<file path="src/hw/rtl/pfe_pkg.sv">
// Shared constants, types and helper functions of the Playfair digraph encryptor.
`timescale 1ns / 1ps
`default_nettype none

package pfe_pkg;

  localparam int unsigned LetterW = 5;
  localparam int unsigned FuncW = 2;
  localparam int unsigned NumCodes = 26;
  localparam int unsigned SqSize = 25;
  localparam int unsigned SqSide = 5;
  localparam int unsigned InDataW = 8;
  localparam int unsigned OutDataW = 16;

  localparam logic [LetterW-1:0] LetterX = LetterW'(23);
  localparam logic [LetterW-1:0] LetterQ = LetterW'(16);
  localparam logic [LetterW-1:0] FillLast = LetterW'(SqSize - 1);

  localparam logic [FuncW-1:0] FuncKey = 2'd0;
  localparam logic [FuncW-1:0] FuncKeyDone = 2'd1;
  localparam logic [FuncW-1:0] FuncText = 2'd2;
  localparam logic [FuncW-1:0] FuncTextEnd = 2'd3;

  localparam logic StatusOk = 1'b0;
  localparam logic StatusAbsent = 1'b1;

  typedef logic [LetterW-1:0] letter_t;
  typedef logic [2:0] coord_t;

  typedef struct packed {
    logic place;
    logic place_src_fill;
    logic fill_clr;
    logic fill_inc;
    logic pend_set;
    logic pend_clr;
    logic load_pair;
    logic pair_b_x;
    logic err_set;
    logic rd_pos;
    logic rd_pos_b;
    logic cap_pa;
    logic rd_sq;
    logic sq_sel_idx2;
    logic cap_c1;
    logic out_load;
  } cmd_t;

  typedef struct packed {
    logic code_valid;
    logic code_used;
    logic place_ok_in;
    logic place_ok_fill;
    logic fill_last;
    logic pend_valid;
    logic pend_eq;
    logic pair_used;
    logic out_free;
  } stat_t;

  // The fill alphabet is A..Z without Q.
  function automatic letter_t fill_code(input letter_t idx);
    fill_code = (idx < LetterQ) ? idx : idx + LetterW'(1);
  endfunction

  function automatic coord_t pos_row(input letter_t pos);
    if (pos < LetterW'(SqSide)) begin
      pos_row = 3'd0;
    end else if (pos < LetterW'(2 * SqSide)) begin
      pos_row = 3'd1;
    end else if (pos < LetterW'(3 * SqSide)) begin
      pos_row = 3'd2;
    end else if (pos < LetterW'(4 * SqSide)) begin
      pos_row = 3'd3;
    end else begin
      pos_row = 3'd4;
    end
  endfunction

  function automatic coord_t pos_col(input letter_t pos);
    letter_t base;
    base = (LetterW'(pos_row(pos)) << 2) + LetterW'(pos_row(pos));
    pos_col = 3'(pos - base);
  endfunction

  function automatic coord_t wrap_inc(input coord_t x);
    wrap_inc = (x == 3'(SqSide - 1)) ? 3'd0 : x + 3'd1;
  endfunction

  function automatic letter_t cell_idx(input coord_t row, input coord_t col);
    cell_idx = (LetterW'(row) << 2) + LetterW'(row) + LetterW'(col);
  endfunction

endpackage

`default_nettype wire

</file>
<file path="src/hw/rtl/pfe_datapath.sv">
// Datapath of the Playfair encryptor: square and position memories, pair registers, output stage.
`timescale 1ns / 1ps
`default_nettype none

module pfe_datapath (
  input  wire logic                   clk_i,
  input  wire logic                   rst_ni,
  input  wire pfe_pkg::letter_t       in_letter_i,
  input  wire pfe_pkg::cmd_t          cmd_i,
  output pfe_pkg::stat_t              stat_o,
  input  wire logic                   out_ready_i,
  output logic                        out_valid_o,
  output pfe_pkg::letter_t            out_first_o,
  output pfe_pkg::letter_t            out_second_o,
  output logic                        out_status_o
);

  logic [pfe_pkg::LetterW-1:0] sq_mem_q [pfe_pkg::SqSize];
  logic [pfe_pkg::LetterW-1:0] pos_mem_q [pfe_pkg::NumCodes];
  logic [pfe_pkg::NumCodes-1:0] used_q;
  pfe_pkg::letter_t count_q;
  pfe_pkg::letter_t fill_idx_q;
  logic pend_valid_q;
  pfe_pkg::letter_t pend_letter_q;
  logic err_q;
  logic out_valid_q;

  pfe_pkg::letter_t a_q, b_q, pa_q, idx2_q, c1_q;
  pfe_pkg::letter_t pos_rdata_q, sq_rdata_q;
  pfe_pkg::letter_t first_q, second_q;
  logic status_q;

  pfe_pkg::letter_t fill_letter, place_code, idx1, idx2, pb;
  pfe_pkg::coord_t r1, c1, r2, c2;
  logic code_valid, not_full;

  assign code_valid = in_letter_i < pfe_pkg::LetterW'(pfe_pkg::NumCodes);
  assign not_full = count_q < pfe_pkg::LetterW'(pfe_pkg::SqSize);
  assign fill_letter = pfe_pkg::fill_code(fill_idx_q);
  assign place_code = cmd_i.place_src_fill ? fill_letter : in_letter_i;

  always_comb begin
    stat_o = '0;
    stat_o.code_valid = code_valid;
    stat_o.code_used = code_valid && used_q[in_letter_i];
    stat_o.place_ok_in = code_valid && !used_q[in_letter_i] && not_full;
    stat_o.place_ok_fill = !used_q[fill_letter] && not_full;
    stat_o.fill_last = fill_idx_q == pfe_pkg::FillLast;
    stat_o.pend_valid = pend_valid_q;
    stat_o.pend_eq = pend_letter_q == in_letter_i;
    stat_o.pair_used = used_q[a_q] && used_q[b_q];
    stat_o.out_free = !out_valid_q || out_ready_i;
  end

  // Cipher cell selection from the two positions.
  assign pb = pos_rdata_q;
  assign r1 = pfe_pkg::pos_row(pa_q);
  assign c1 = pfe_pkg::pos_col(pa_q);
  assign r2 = pfe_pkg::pos_row(pb);
  assign c2 = pfe_pkg::pos_col(pb);

  always_comb begin
    if (r1 == r2) begin
      idx1 = pfe_pkg::cell_idx(r1, pfe_pkg::wrap_inc(c1));
      idx2 = pfe_pkg::cell_idx(r2, pfe_pkg::wrap_inc(c2));
    end else if (c1 == c2) begin
      idx1 = pfe_pkg::cell_idx(pfe_pkg::wrap_inc(r1), c1);
      idx2 = pfe_pkg::cell_idx(pfe_pkg::wrap_inc(r2), c2);
    end else begin
      idx1 = pfe_pkg::cell_idx(r1, c2);
      idx2 = pfe_pkg::cell_idx(r2, c1);
    end
  end

  always_ff @(posedge clk_i) begin
    if (cmd_i.place) begin
      sq_mem_q[count_q] <= place_code;
      pos_mem_q[place_code] <= count_q;
    end
    if (cmd_i.rd_pos) begin
      pos_rdata_q <= pos_mem_q[cmd_i.rd_pos_b ? b_q : a_q];
    end
    if (cmd_i.rd_sq) begin
      sq_rdata_q <= sq_mem_q[cmd_i.sq_sel_idx2 ? idx2_q : idx1];
    end
  end

  always_ff @(posedge clk_i) begin
    if (cmd_i.load_pair) begin
      a_q <= pend_letter_q;
      b_q <= cmd_i.pair_b_x ? pfe_pkg::LetterX : in_letter_i;
    end
    if (cmd_i.cap_pa) begin
      pa_q <= pos_rdata_q;
    end
    if (cmd_i.rd_sq && !cmd_i.sq_sel_idx2) begin
      idx2_q <= idx2;
    end
    if (cmd_i.cap_c1) begin
      c1_q <= sq_rdata_q;
    end
    if (cmd_i.out_load) begin
      first_q <= err_q ? '0 : c1_q;
      second_q <= err_q ? '0 : sq_rdata_q;
      status_q <= err_q ? pfe_pkg::StatusAbsent : pfe_pkg::StatusOk;
    end
  end

  always_ff @(posedge clk_i or negedge rst_ni) begin
    if (!rst_ni) begin
      used_q <= '0;
      count_q <= '0;
      fill_idx_q <= '0;
      pend_valid_q <= 1'b0;
      pend_letter_q <= '0;
      err_q <= 1'b0;
      out_valid_q <= 1'b0;
    end else begin
      if (cmd_i.place) begin
        used_q[place_code] <= 1'b1;
        count_q <= count_q + pfe_pkg::LetterW'(1);
      end
      if (cmd_i.fill_clr) begin
        fill_idx_q <= '0;
      end else if (cmd_i.fill_inc) begin
        fill_idx_q <= fill_idx_q + pfe_pkg::LetterW'(1);
      end
      if (cmd_i.pend_set) begin
        pend_valid_q <= 1'b1;
        pend_letter_q <= in_letter_i;
      end else if (cmd_i.pend_clr) begin
        pend_valid_q <= 1'b0;
      end
      if (cmd_i.err_set) begin
        err_q <= 1'b1;
      end else if (cmd_i.load_pair) begin
        err_q <= 1'b0;
      end
      if (cmd_i.out_load) begin
        out_valid_q <= 1'b1;
      end else if (out_ready_i) begin
        out_valid_q <= 1'b0;
      end
    end
  end

  assign out_valid_o = out_valid_q;
  assign out_first_o = first_q;
  assign out_second_o = second_q;
  assign out_status_o = status_q;

endmodule

`default_nettype wire

</file>
<file path="src/hw/rtl/pfe_ctrl.sv">
// Controller state machine of the Playfair encryptor.
`timescale 1ns / 1ps
`default_nettype none

module pfe_ctrl (
  input  wire logic                     clk_i,
  input  wire logic                     rst_ni,
  input  wire logic                     in_valid_i,
  output logic                          in_ready_o,
  input  wire logic [pfe_pkg::FuncW-1:0] in_func_i,
  input  wire pfe_pkg::stat_t           stat_i,
  output pfe_pkg::cmd_t                 cmd_o
);

  localparam logic [2:0] StIdle = 3'd0;
  localparam logic [2:0] StFill = 3'd1;
  localparam logic [2:0] StPosA = 3'd2;
  localparam logic [2:0] StPosB = 3'd3;
  localparam logic [2:0] StCellA = 3'd4;
  localparam logic [2:0] StCellB = 3'd5;
  localparam logic [2:0] StEmit = 3'd6;

  logic [2:0] state_q, state_d;
  logic accept;

  assign in_ready_o = state_q == StIdle;
  assign accept = in_valid_i && in_ready_o;

  always_comb begin
    state_d = state_q;
    cmd_o = '0;
    case (state_q)
      StIdle: begin
        if (accept) begin
          case (in_func_i)
            pfe_pkg::FuncKey: begin
              cmd_o.place = stat_i.place_ok_in;
            end
            pfe_pkg::FuncKeyDone: begin
              cmd_o.fill_clr = 1'b1;
              state_d = StFill;
            end
            pfe_pkg::FuncTextEnd: begin
              if (stat_i.pend_valid) begin
                cmd_o.pend_clr = 1'b1;
                cmd_o.load_pair = 1'b1;
                cmd_o.pair_b_x = 1'b1;
                state_d = StPosA;
              end
            end
            pfe_pkg::FuncText: begin
              if (stat_i.code_valid) begin
                if (!stat_i.code_used) begin
                  cmd_o.err_set = 1'b1;
                  state_d = StEmit;
                end else if (!stat_i.pend_valid) begin
                  cmd_o.pend_set = 1'b1;
                end else begin
                  cmd_o.load_pair = 1'b1;
                  cmd_o.pair_b_x = stat_i.pend_eq;
                  cmd_o.pend_clr = !stat_i.pend_eq;
                  state_d = StPosA;
                end
              end
            end
            default: begin
              state_d = StIdle;
            end
          endcase
        end
      end
      StFill: begin
        cmd_o.place = stat_i.place_ok_fill;
        cmd_o.place_src_fill = 1'b1;
        cmd_o.fill_inc = 1'b1;
        if (stat_i.fill_last) begin
          state_d = StIdle;
        end
      end
      StPosA: begin
        if (!stat_i.pair_used) begin
          cmd_o.err_set = 1'b1;
          state_d = StEmit;
        end else begin
          cmd_o.rd_pos = 1'b1;
          state_d = StPosB;
        end
      end
      StPosB: begin
        cmd_o.cap_pa = 1'b1;
        cmd_o.rd_pos = 1'b1;
        cmd_o.rd_pos_b = 1'b1;
        state_d = StCellA;
      end
      StCellA: begin
        cmd_o.rd_sq = 1'b1;
        state_d = StCellB;
      end
      StCellB: begin
        cmd_o.cap_c1 = 1'b1;
        cmd_o.rd_sq = 1'b1;
        cmd_o.sq_sel_idx2 = 1'b1;
        state_d = StEmit;
      end
      StEmit: begin
        if (stat_i.out_free) begin
          cmd_o.out_load = 1'b1;
          state_d = StIdle;
        end
      end
      default: begin
        state_d = StIdle;
      end
    endcase
  end

  always_ff @(posedge clk_i or negedge rst_ni) begin
    if (!rst_ni) begin
      state_q <= StIdle;
    end else begin
      state_q <= state_d;
    end
  end

endmodule

`default_nettype wire

</file>
<file path="src/hw/rtl/playfair_digraph_encryptor_core.sv">
// Top level of the Playfair digraph encryptor: stream ports, controller and datapath.
`timescale 1ns / 1ps
`default_nettype none

// Encrypts text with a 5x5 Playfair square over A..Z without Q. Key letters
// (func 0) and key done (func 1) build the square, key done placing one fill
// letter per cycle after the accepting one. Text letters (func 2) are paired,
// with X inserted between doubled letters, and text end (func 3) pads a lone
// letter with X. A beat that completes a pair passes the states PosA, PosB,
// CellA, CellB and Emit up to the output register, as the position memory and
// the square memory each have a single read port and are each read twice in
// turn; when a letter of the pair, such as the pad X, is missing from the
// square, PosA goes straight to Emit. A text letter absent from the square
// goes straight to Emit and yields a beat with status 1 and zero letters. The
// next input beat is taken while a result waits at the output, so a stalled
// output holds back only a further result and the input beats behind it.
module playfair_digraph_encryptor_core (
  input  wire logic                           clk_i,
  input  wire logic                           rst_ni,
  input  wire logic                           s_axis_tvalid,
  output logic                                s_axis_tready,
  input  wire logic [pfe_pkg::InDataW-1:0]    s_axis_tdata,  // letter[4:0], zeros
  input  wire logic [pfe_pkg::FuncW-1:0]      s_axis_tuser,  // func[1:0]
  output logic                                m_axis_tvalid,
  input  wire logic                           m_axis_tready,
  output logic [pfe_pkg::OutDataW-1:0]        m_axis_tdata,  // first[4:0], second[9:5], zeros
  output logic                                m_axis_tuser   // status[0]
);

  pfe_pkg::cmd_t cmd;
  pfe_pkg::stat_t stat;
  pfe_pkg::letter_t first, second;

  pfe_ctrl u_ctrl (
    .clk_i      (clk_i),
    .rst_ni     (rst_ni),
    .in_valid_i (s_axis_tvalid),
    .in_ready_o (s_axis_tready),
    .in_func_i  (s_axis_tuser),
    .stat_i     (stat),
    .cmd_o      (cmd)
  );

  pfe_datapath u_datapath (
    .clk_i        (clk_i),
    .rst_ni       (rst_ni),
    .in_letter_i  (s_axis_tdata[pfe_pkg::LetterW-1:0]),
    .cmd_i        (cmd),
    .stat_o       (stat),
    .out_ready_i  (m_axis_tready),
    .out_valid_o  (m_axis_tvalid),
    .out_first_o  (first),
    .out_second_o (second),
    .out_status_o (m_axis_tuser)
  );

  assign m_axis_tdata = {(pfe_pkg::OutDataW - 2 * pfe_pkg::LetterW)'(0), second, first};

endmodule

`default_nettype wire
</file>
<file path="config.mk">
export PLATFORM = sky130hd
export DESIGN_NAME = playfair_digraph_encryptor_core
export DESIGN_NICKNAME = d
export VERILOG_FILES = /design/src/hw/rtl/pfe_pkg.sv /design/src/hw/rtl/pfe_datapath.sv /design/src/hw/rtl/pfe_ctrl.sv /design/src/hw/rtl/playfair_digraph_encryptor_core.sv
export SDC_FILE = /design/constraint.sdc
export NUM_CORES = 1
export LEC_CHECK = 0
export BUFFER_PORTS_ARGS = -buffer_cell sky130_fd_sc_hd__buf_2
export CORE_MARGIN = 2
export CORE_UTILIZATION = 45
export CTS_CLUSTER_SIZE = 30
export DETAILED_ROUTE_END_ITERATION = 8
export MAX_ROUTING_LAYER = met4
export PLACE_DENSITY = 0.66
export SLEW_MARGIN = 15
export SYNTH_ARGS = -nofsm -noshare
export SYNTH_HDL_FRONTEND = slang
export SYNTH_SLANG_ARGS = --single-unit
</file>
<file path="constraint.sdc">
create_clock -name clk_i -period 6.8 [get_ports clk_i]
set_input_delay 1.36 -clock clk_i [delete_from_list [all_inputs] [get_ports clk_i]]
set_output_delay 1.36 -clock clk_i [all_outputs]
set_load 0.1 [all_outputs]
</file>
# Word-level counts from Yosys, hierarchy flattened
# Memory sizes are Yosys's and may differ from the RTL's. A register that Yosys moved wholly into a read port is not among the register bits.
# Cells that the tools add are included.
op_classes:
  n_mul: 0
  n_lt_le_gt_ge: 17
  muxes: 77
  eq_ne: 22
  n_div: 0
  bitwise_logic: 1
  addsub: 18
  n_reduce_logical: 22
  shift: 0
op_table:
  columns: ["op", "n"]
  rows:
  - ["$mux W3", 21]
  - ["$mux W5", 12]
  - ["$add A5 B3 Y5", 10]
  - ["$lt A5 B6 Y1 const B", 5]
  - ["$mux W1", 29]
  - ["$or A26 B26 Y26", 1]
  - ["$lt A5 B5 Y1 const B", 5]
  - ["$eq A3 B3 Y1 const B", 7]
  - ["$pmux W3 S7", 1]
  - ["$bmux W1 S5", 4]
  - ["$lt A5 B4 Y1 const B", 4]
  - ["$add A3 B1 Y3 const B", 4]
  - ["$add A5 B1 Y5 const B", 2]
  - ["$lt A5 B3 Y1 const B", 2]
  - ["$pmux W3 S3", 1]
  - ["$logic_and A1 B1 Y1", 8]
  - ["$mux W4", 2]
  - ["$reduce_bool A2 Y1", 4]
  - ["$eq A3 B2 Y1 const B", 2]
  - ["$eq A3 B3 Y1", 2]
  - ["$ne A2 B2 Y1 const B", 3]
  - ["$pmux W1 S2", 3]
  - ["$pmux W3 S2", 1]
  - ["$sub A3 B3 Y3", 2]
  - ["other kinds (16)", 22]
totals:
  reg_bits: 83
  inputBits: 14
  latchBits: 0
  word_cells: 175
  rom_bits: 0
  ramBits: 255
  output_inout_bits: 19
  mem_count: 2
mem_list:
  columns: ["memory", "words", "width", "read_ports", "rd_ports_with_merged_regs", "wr", "line", "text"]
  rows:
  - ["u_datapath.pos_mem_q", 26, 5, 1, 1, 1, "pfe_datapath.sv:19", "logic [pfe_pkg::LetterW-1:0] pos_mem_q [pfe_pkg::NumCodes];"]
  - ["u_datapath.sq_mem_q", 25, 5, 1, 1, 1, "pfe_datapath.sv:18", "logic [pfe_pkg::LetterW-1:0] sq_mem_q [pfe_pkg::SqSize];"]

# Depth between registers and ports, before layout
logic_depth:
  word_depth: 12
  depth_mapped: 21
  depth_no_buf: 21

# Hierarchy
# A second synthesis with hierarchy kept.
unflattened:
  cells_unflattened: 1171
  hier_area_um2: 16678.5
modules_own_cells:
  columns: ["mod", "n_inst", "cells_per_inst", "area_each_um2", "seq_area_each_um2"]
  rows:
  - ["pfe_datapath", 1, 1095, 16096.7, 10139.7]
  - ["pfe_ctrl", 1, 69, 533.0, 75.1]
  - ["playfair_digraph_encryptor_core", 1, 7, 48.8, 0.0]

# Least setup slack after synthesis
# No wires, ideal clock.
synth_timing:
  kind: "reg-to-reg"
  startpoint: "register u_ctrl.state_q[0]"
  endpoint: "memory u_datapath.pos_mem_q[11][0] (netlist name) (enable)"
  setup_time_ns: 0.344
  path_buffers: 2
  path_stages_with_launch: 10
  setup_slack_ns: 2.082
  period_less_slack_ns: 4.718
  required_time_ns: 6.456
  t_arrival_ns: 4.373
  cell_sequence: "dfrtp_1 > clkbuf_1 > nor3_1 > nand2_1 > a31oi_1 > a32oi_1 > nor4_2 > buf_4 > nand3_2 > nor2_1"
synth_via:
  elab_chain_cells: 6
  elab_cells_between_ends: 9
  classes_between: "eq/ne: 1; mux: 6; reduce/logical: 2"
synth_lines:
  columns: ["item", "line", "text"]
  rows:
  - ["start: declaration", "pfe_ctrl.sv:23", "logic [2:0] state_q, state_d;"]
  - ["start signal: assignment", "pfe_ctrl.sv:119", "state_q <= StIdle;"]
  - ["start signal: assignment", "pfe_ctrl.sv:121", "state_q <= state_d;"]
  - ["$logic_not A3 Y1 *", "pfe_ctrl.sv:26", "assign in_ready_o = state_q == StIdle;"]
  - ["via s_axis_tready", "playfair_digraph_encryptor_core.sv:21", "output logic s_axis_tready,"]
  - ["$logic_and A1 B1 Y1", "pfe_ctrl.sv:27", "assign accept = in_valid_i && in_ready_o;"]
  - ["$mux W1", "pfe_ctrl.sv:34", "if (accept) begin"]
  - ["$pmux W1 S2 *", "pfe_ctrl.sv:32", "case (state_q)"]
  - ["$mux W1 *", "pfe_datapath.sv:76", "if (cmd_i.place) begin"]
  - ["$mux W1 (not written as such) *", "pfe_datapath.sv:78", "pos_mem_q[place_code] <= count_q;"]
  - ["end: declaration", "pfe_datapath.sv:19", null]
# The timed path passes the listed nets; every way through them passes the cells marked *.

# Worst setup path in the final report
layout_timing:
  startpoint: "register u_datapath.pa_q[1]"
  endpoint: "register u_datapath.sq_rdata_q[3] (read register of u_datapath.sq_mem_q), data pin"
layout_via:
  elab_chain_cells: 12
  elab_cells_between_ends: 25
  classes_between: "add/sub: 8; order compare: 4; eq/ne: 4; mux: 9"
layout_lines:
  columns: ["item", "line", "text"]
  rows:
  - ["start: declaration", "pfe_datapath.sv:28", "pfe_pkg::letter_t a_q, b_q, pa_q, idx2_q, c1_q;"]
  - ["start signal: assignment", "pfe_datapath.sv:94", "pa_q <= pos_rdata_q;"]
  - ["$lt A5 B5 Y1", "pfe_pkg.sv:73", "end else if (pos < LetterW'(4 * SqSide)) begin"]
  - ["$mux W3", "pfe_pkg.sv:73", null]
  - ["$mux W3", "pfe_pkg.sv:71", "end else if (pos < LetterW'(3 * SqSide)) begin"]
  - ["$mux W3", "pfe_pkg.sv:69", "end else if (pos < LetterW'(2 * SqSide)) begin"]
  - ["$mux W3", "pfe_pkg.sv:67", "if (pos < LetterW'(SqSide)) begin"]
  - ["$add A5 B3 Y5, or another cell as far along", "pfe_pkg.sv:82", "base = (LetterW'(pos_row(pos)) << 2) + LetterW'(pos_row(pos));"]
  - ["$sub A3 B3 Y3 or $mux W3 (tied branches)", "pfe_pkg.sv:83, pfe_pkg.sv:87", null]
  - ["$add A3 B1 Y3, or another cell as far along", "pfe_pkg.sv:87", "wrap_inc = (x == 3'(SqSide - 1)) ? 3'd0 : x + 3'd1;"]
  - ["$mux W3 or $add A5 B3 Y5 (tied branches)", "pfe_pkg.sv:87, pfe_pkg.sv:91", null]
  - ["$add A5 B3 Y5 or $mux W5 (tied branches)", "pfe_pkg.sv:91, pfe_datapath.sv:66", null]
  - ["$mux W5 *", "pfe_datapath.sv:63", "if (r1 == r2) begin"]
  - ["$mux W5 *", "pfe_datapath.sv:84", "sq_rdata_q <= sq_mem_q[cmd_i.sq_sel_idx2 ? idx2_q : idx1];"]
  - ["end: declaration", "pfe_datapath.sv:29", "pfe_pkg::letter_t pos_rdata_q, sq_rdata_q;"]
# Mark *: on every way between the ends. The rest lies on a longest branch, timed or not.
# A chain may end at the register's enable or synchronous reset.

==> flow_metrics.tcl <==
set metrics [dict create \
    peakVddDrop_v 0.000250 \
    rows 71 \
    worst_ep_arrival_time_ns 5.74 \
    required_ns 7.11 \
    startpoint_type "flip-flop" \
    avgSynthCellArea_um2 12.6 \
    first_pass_iters 7 \
    cts-resized-gates 0 \
    drive_gt1_frac 0.124 \
    postRouteAntennaNets 0 \
    hold_viol 0 \
    root_buffer "clkbuf_16" \
    dieArea_mm2 0.0396 \
    worst-setup-path-type "reg2reg" \
    cts_tree "yes" \
    cts.sinks 348 \
    worst_pin_slew_ns 1.08 \
    fin_util 0.502 \
    die-height_um 199 \
    initialDrtViolationCount 1000 \
    htreeDepth 2 \
    fin_nets 1433 \
    finClkSkew_ns 0.0151 \
    regMostFlops "u_datapath.pos_mem_q" \
    grt_max_degree 66 \
    syn_inst 1354 \
    slowest_stage "o22ai_1" \
    worstSetupEndpointType "flip-flop" \
    synth_ff_type "edfxtp_1" \
    vias 10700 \
    min_path_type "reg2reg" \
    yosysWarnings 0 \
    diodes 0 \
    io_buffers 23 \
    cap_viol_max_count 0 \
    rsz0062_at_grt "no" \
    grt_pass1_wl_um 58800 \
    chipWidth_um 199 \
    vias_per_cell 5.61 \
    clock_latency_ns 0.53 \
    setup_tns_ns 0 \
    async_flop_share 0.135 \
    slew_headroom 0.274 \
    cp_max_fo 9 \
    fmax_ghz 0.184 \
    largest_register_ffs 130 \
    power_density_mw_per_mm2 449 \
    setup-violations-final 0 \
    remaining_drc_errors 0 \
    status "finished, final reports clean" \
    yosysSeqAreaShare 0.598 \
    syn2layout_area_growth_pct 10.3 \
    path_cells "inv_1 -> maj3_1 -> o21ai_2 -> ha_1 -> xnor2_1 -> xnor2_2 -> inv_2 -> fa_1 -> inv_1 -> fa_1 -> a21oi_1 -> a21oi_2 -> o22ai_1 -> nand2b_1 -> a211oi_1 -> nor3b_1 -> a22oi_1" \
    syn_area_mm2 0.0171 \
    largestRegisters "u_datapath.pos_mem_q x130, u_datapath.sq_mem_q x125, u_datapath.used_q x26" \
    grtUsageTotal 0.200 \
    p_leak_nw 7.01 \
    cts_setup_buffers 0 \
    cts_max_path_buffers 3 \
    ys_types 91 \
    routabilityCongestion 0.864 \
    grt_pass1_vias 10300 \
    fillers 3179 \
    min_period_ns 5.42 \
    yosys_register_bits 348 \
    cts-hold-fix-buffers 0 \
    hpwlAfterDp_um 24800 \
    cpPeakStageDelay_ns 0.73 \
    core_mm2 0.0376 \
    globalRouteOverflowTotal 0 \
    detail_route.wirelength_um 38000 \
    path_clk_slew_ns 0.06 \
    synth_edf_count 301 \
    wl_per_cell_um 20.0 \
    min_period_over_period 0.798 \
    numCtsBuffers 37 \
    num_io_pins 33 \
    slew_violations 0 \
    initial_core_util 0.455 \
    antenna_found_initial 0 \
]
layout make-up:
type | count | area [um2] | area share
Tap cell | 511 | 639 | 0.0339
Timing Repair Buffer | 42 | 258 | 0.0137
Inverter | 47 | 176 | 0.00935
Clock buffer | 41 | 951 | 0.0504
Clock inverter | 25 | 253 | 0.0134
Multi-Input combinational cell | 889 | 6370 | 0.338
Sequential cell | 348 | 10200 | 0.542
cell families after synthesis:
| logic type | Yosys count | share of synthesized area |
|---|---|---|
| buffers and inverters | 122 | 0.0333 |
| muxes | 103 | 0.0802 |
| other | 1 | 0.000219 |
| adders and majority gates | 56 | 0.0446 |
| and+or+nand+nor | 437 | 0.119 |
| xor gates and xnor gates | 45 | 0.0248 |
| AOI/OAI and AO/OA | 242 | 0.100 |
| DFF | 348 | 0.598 |
layer usage:
metal	up-vias	part of all wire	wire, um	global-route usage
li1	5027	-	-	-
met1	5248	0.46	17300	0.273
met2	335	0.46	17400	0.306
met3	71	0.058	2220	0.0351
met4	0	0.027	1040	0.0652
met5	-	0	0	-
Yosys cell counts (11+ instances only):
library cell | n | area, um2
edfxtp_1 | 301 | 9040
nand2_1 | 192 | 721
nor2_1 | 85 | 319
mux2i_1 | 65 | 651
a21oi_1 | 53 | 265
dfrtp_1 | 47 | 1180
inv_1 | 46 | 173
ha_1 | 45 | 563
clkbuf_1 | 43 | 161
o21ai_0 | 32 | 160
nand3_1 | 30 | 150
a211oi_1 | 29 | 218
or2_1 | 28 | 175
mux4_2 | 25 | 563
and2_1 | 24 | 150
xnor2_1 | 23 | 201
xor2_1 | 19 | 166
nor2b_1 | 18 | 113
a31oi_1 | 17 | 106
a21o_1 | 13 | 97.6
mux2_2 | 12 | 135
a32oi_1 | 11 | 96.3
critical path: cells and delay by family, from the launching register on:
kind,cells,cell delay [ns]
AO/OA/AOI/OAI,6,2.02
adder cells (fa/ha/maj),4,1.76
XOR/XNOR,2,0.48
flip-flops,1,0.36
buffers and inverters,3,0.29
AND/OR/NAND/NOR,2,0.28
where the power goes:
part,internal [mW],switching (mW)
Sequential,2.79,0.243
Clock,1.17,0.816
Combinational,1.29,2.16
Total,5.25,3.22
path summary, 6_finish.rpt:
path                                                from                        to  slack (ns)  cells after the start
worst max-delay path                  u_datapath.pa_q[1]  u_datapath.sq_rdata_q[3]        1.38                     17
worst min-delay path            u_datapath.sq_rdata_q[2]        u_datapath.c1_q[2]        0.45                      0
worst max register to register        u_datapath.pa_q[1]  u_datapath.sq_rdata_q[3]        1.38                     17
worst min register to register  u_datapath.sq_rdata_q[2]        u_datapath.c1_q[2]        0.45                      0
max in group asynchronous                         rst_ni     u_datapath.count_q[0]        5.42                      2
min in group asynchronous                         rst_ni      u_datapath.used_q[4]        0.95                      2
cell usage in the layout, fill, tap and decap left out, drive strengths merged, types with 9 or more instances in the layout:
| cell type | instances |
|---|---|
| nand2b | 10 |
| buf | 42 |
| nand2 | 196 |
| mux2 | 12 |
| mux2i | 66 |
| and2 | 26 |
| clkinv | 18 |
| ha | 45 |
| mux4 | 25 |
| dfrtp | 47 |
| nor2 | 86 |
| edfxtp | 301 |
| inv | 49 |
| a21o | 13 |
| clkbuf | 41 |
| a32oi | 11 |
| a31oi | 17 |
| nor2b | 18 |
| nand3 | 31 |
| o21ai | 35 |
| a311oi | 10 |
| fa | 9 |
| or2 | 33 |
| xnor2 | 24 |
| xor2 | 20 |
| a21oi | 54 |
| nor3 | 9 |
| a211oi | 30 |
| o211ai | 10 |
| a221oi | 9 |
through the flow:
stage | hold slack, ns | power, mW | instances | area (um2) | setup WS (ns)
6_report | 0.448 | 8.48 | 1903 | 18900 | 1.38
4_1_cts | 0.446 | 8.51 | 1903 | 18900 | 1.14
3_5_place_dp | 0.432 | 6.51 | 1837 | 17700 | 1.16
5_1_grt | 0.472 | 8.96 | 1903 | 18900 | 1.09
3_3_place_gp | 0.425 | 6.43 | 1837 | 17700 | 1.26
2_1_floorplan | 0.418 | 5.67 | 1359 | 17100 | 2.08
Power figures use the tool's default switching activity.
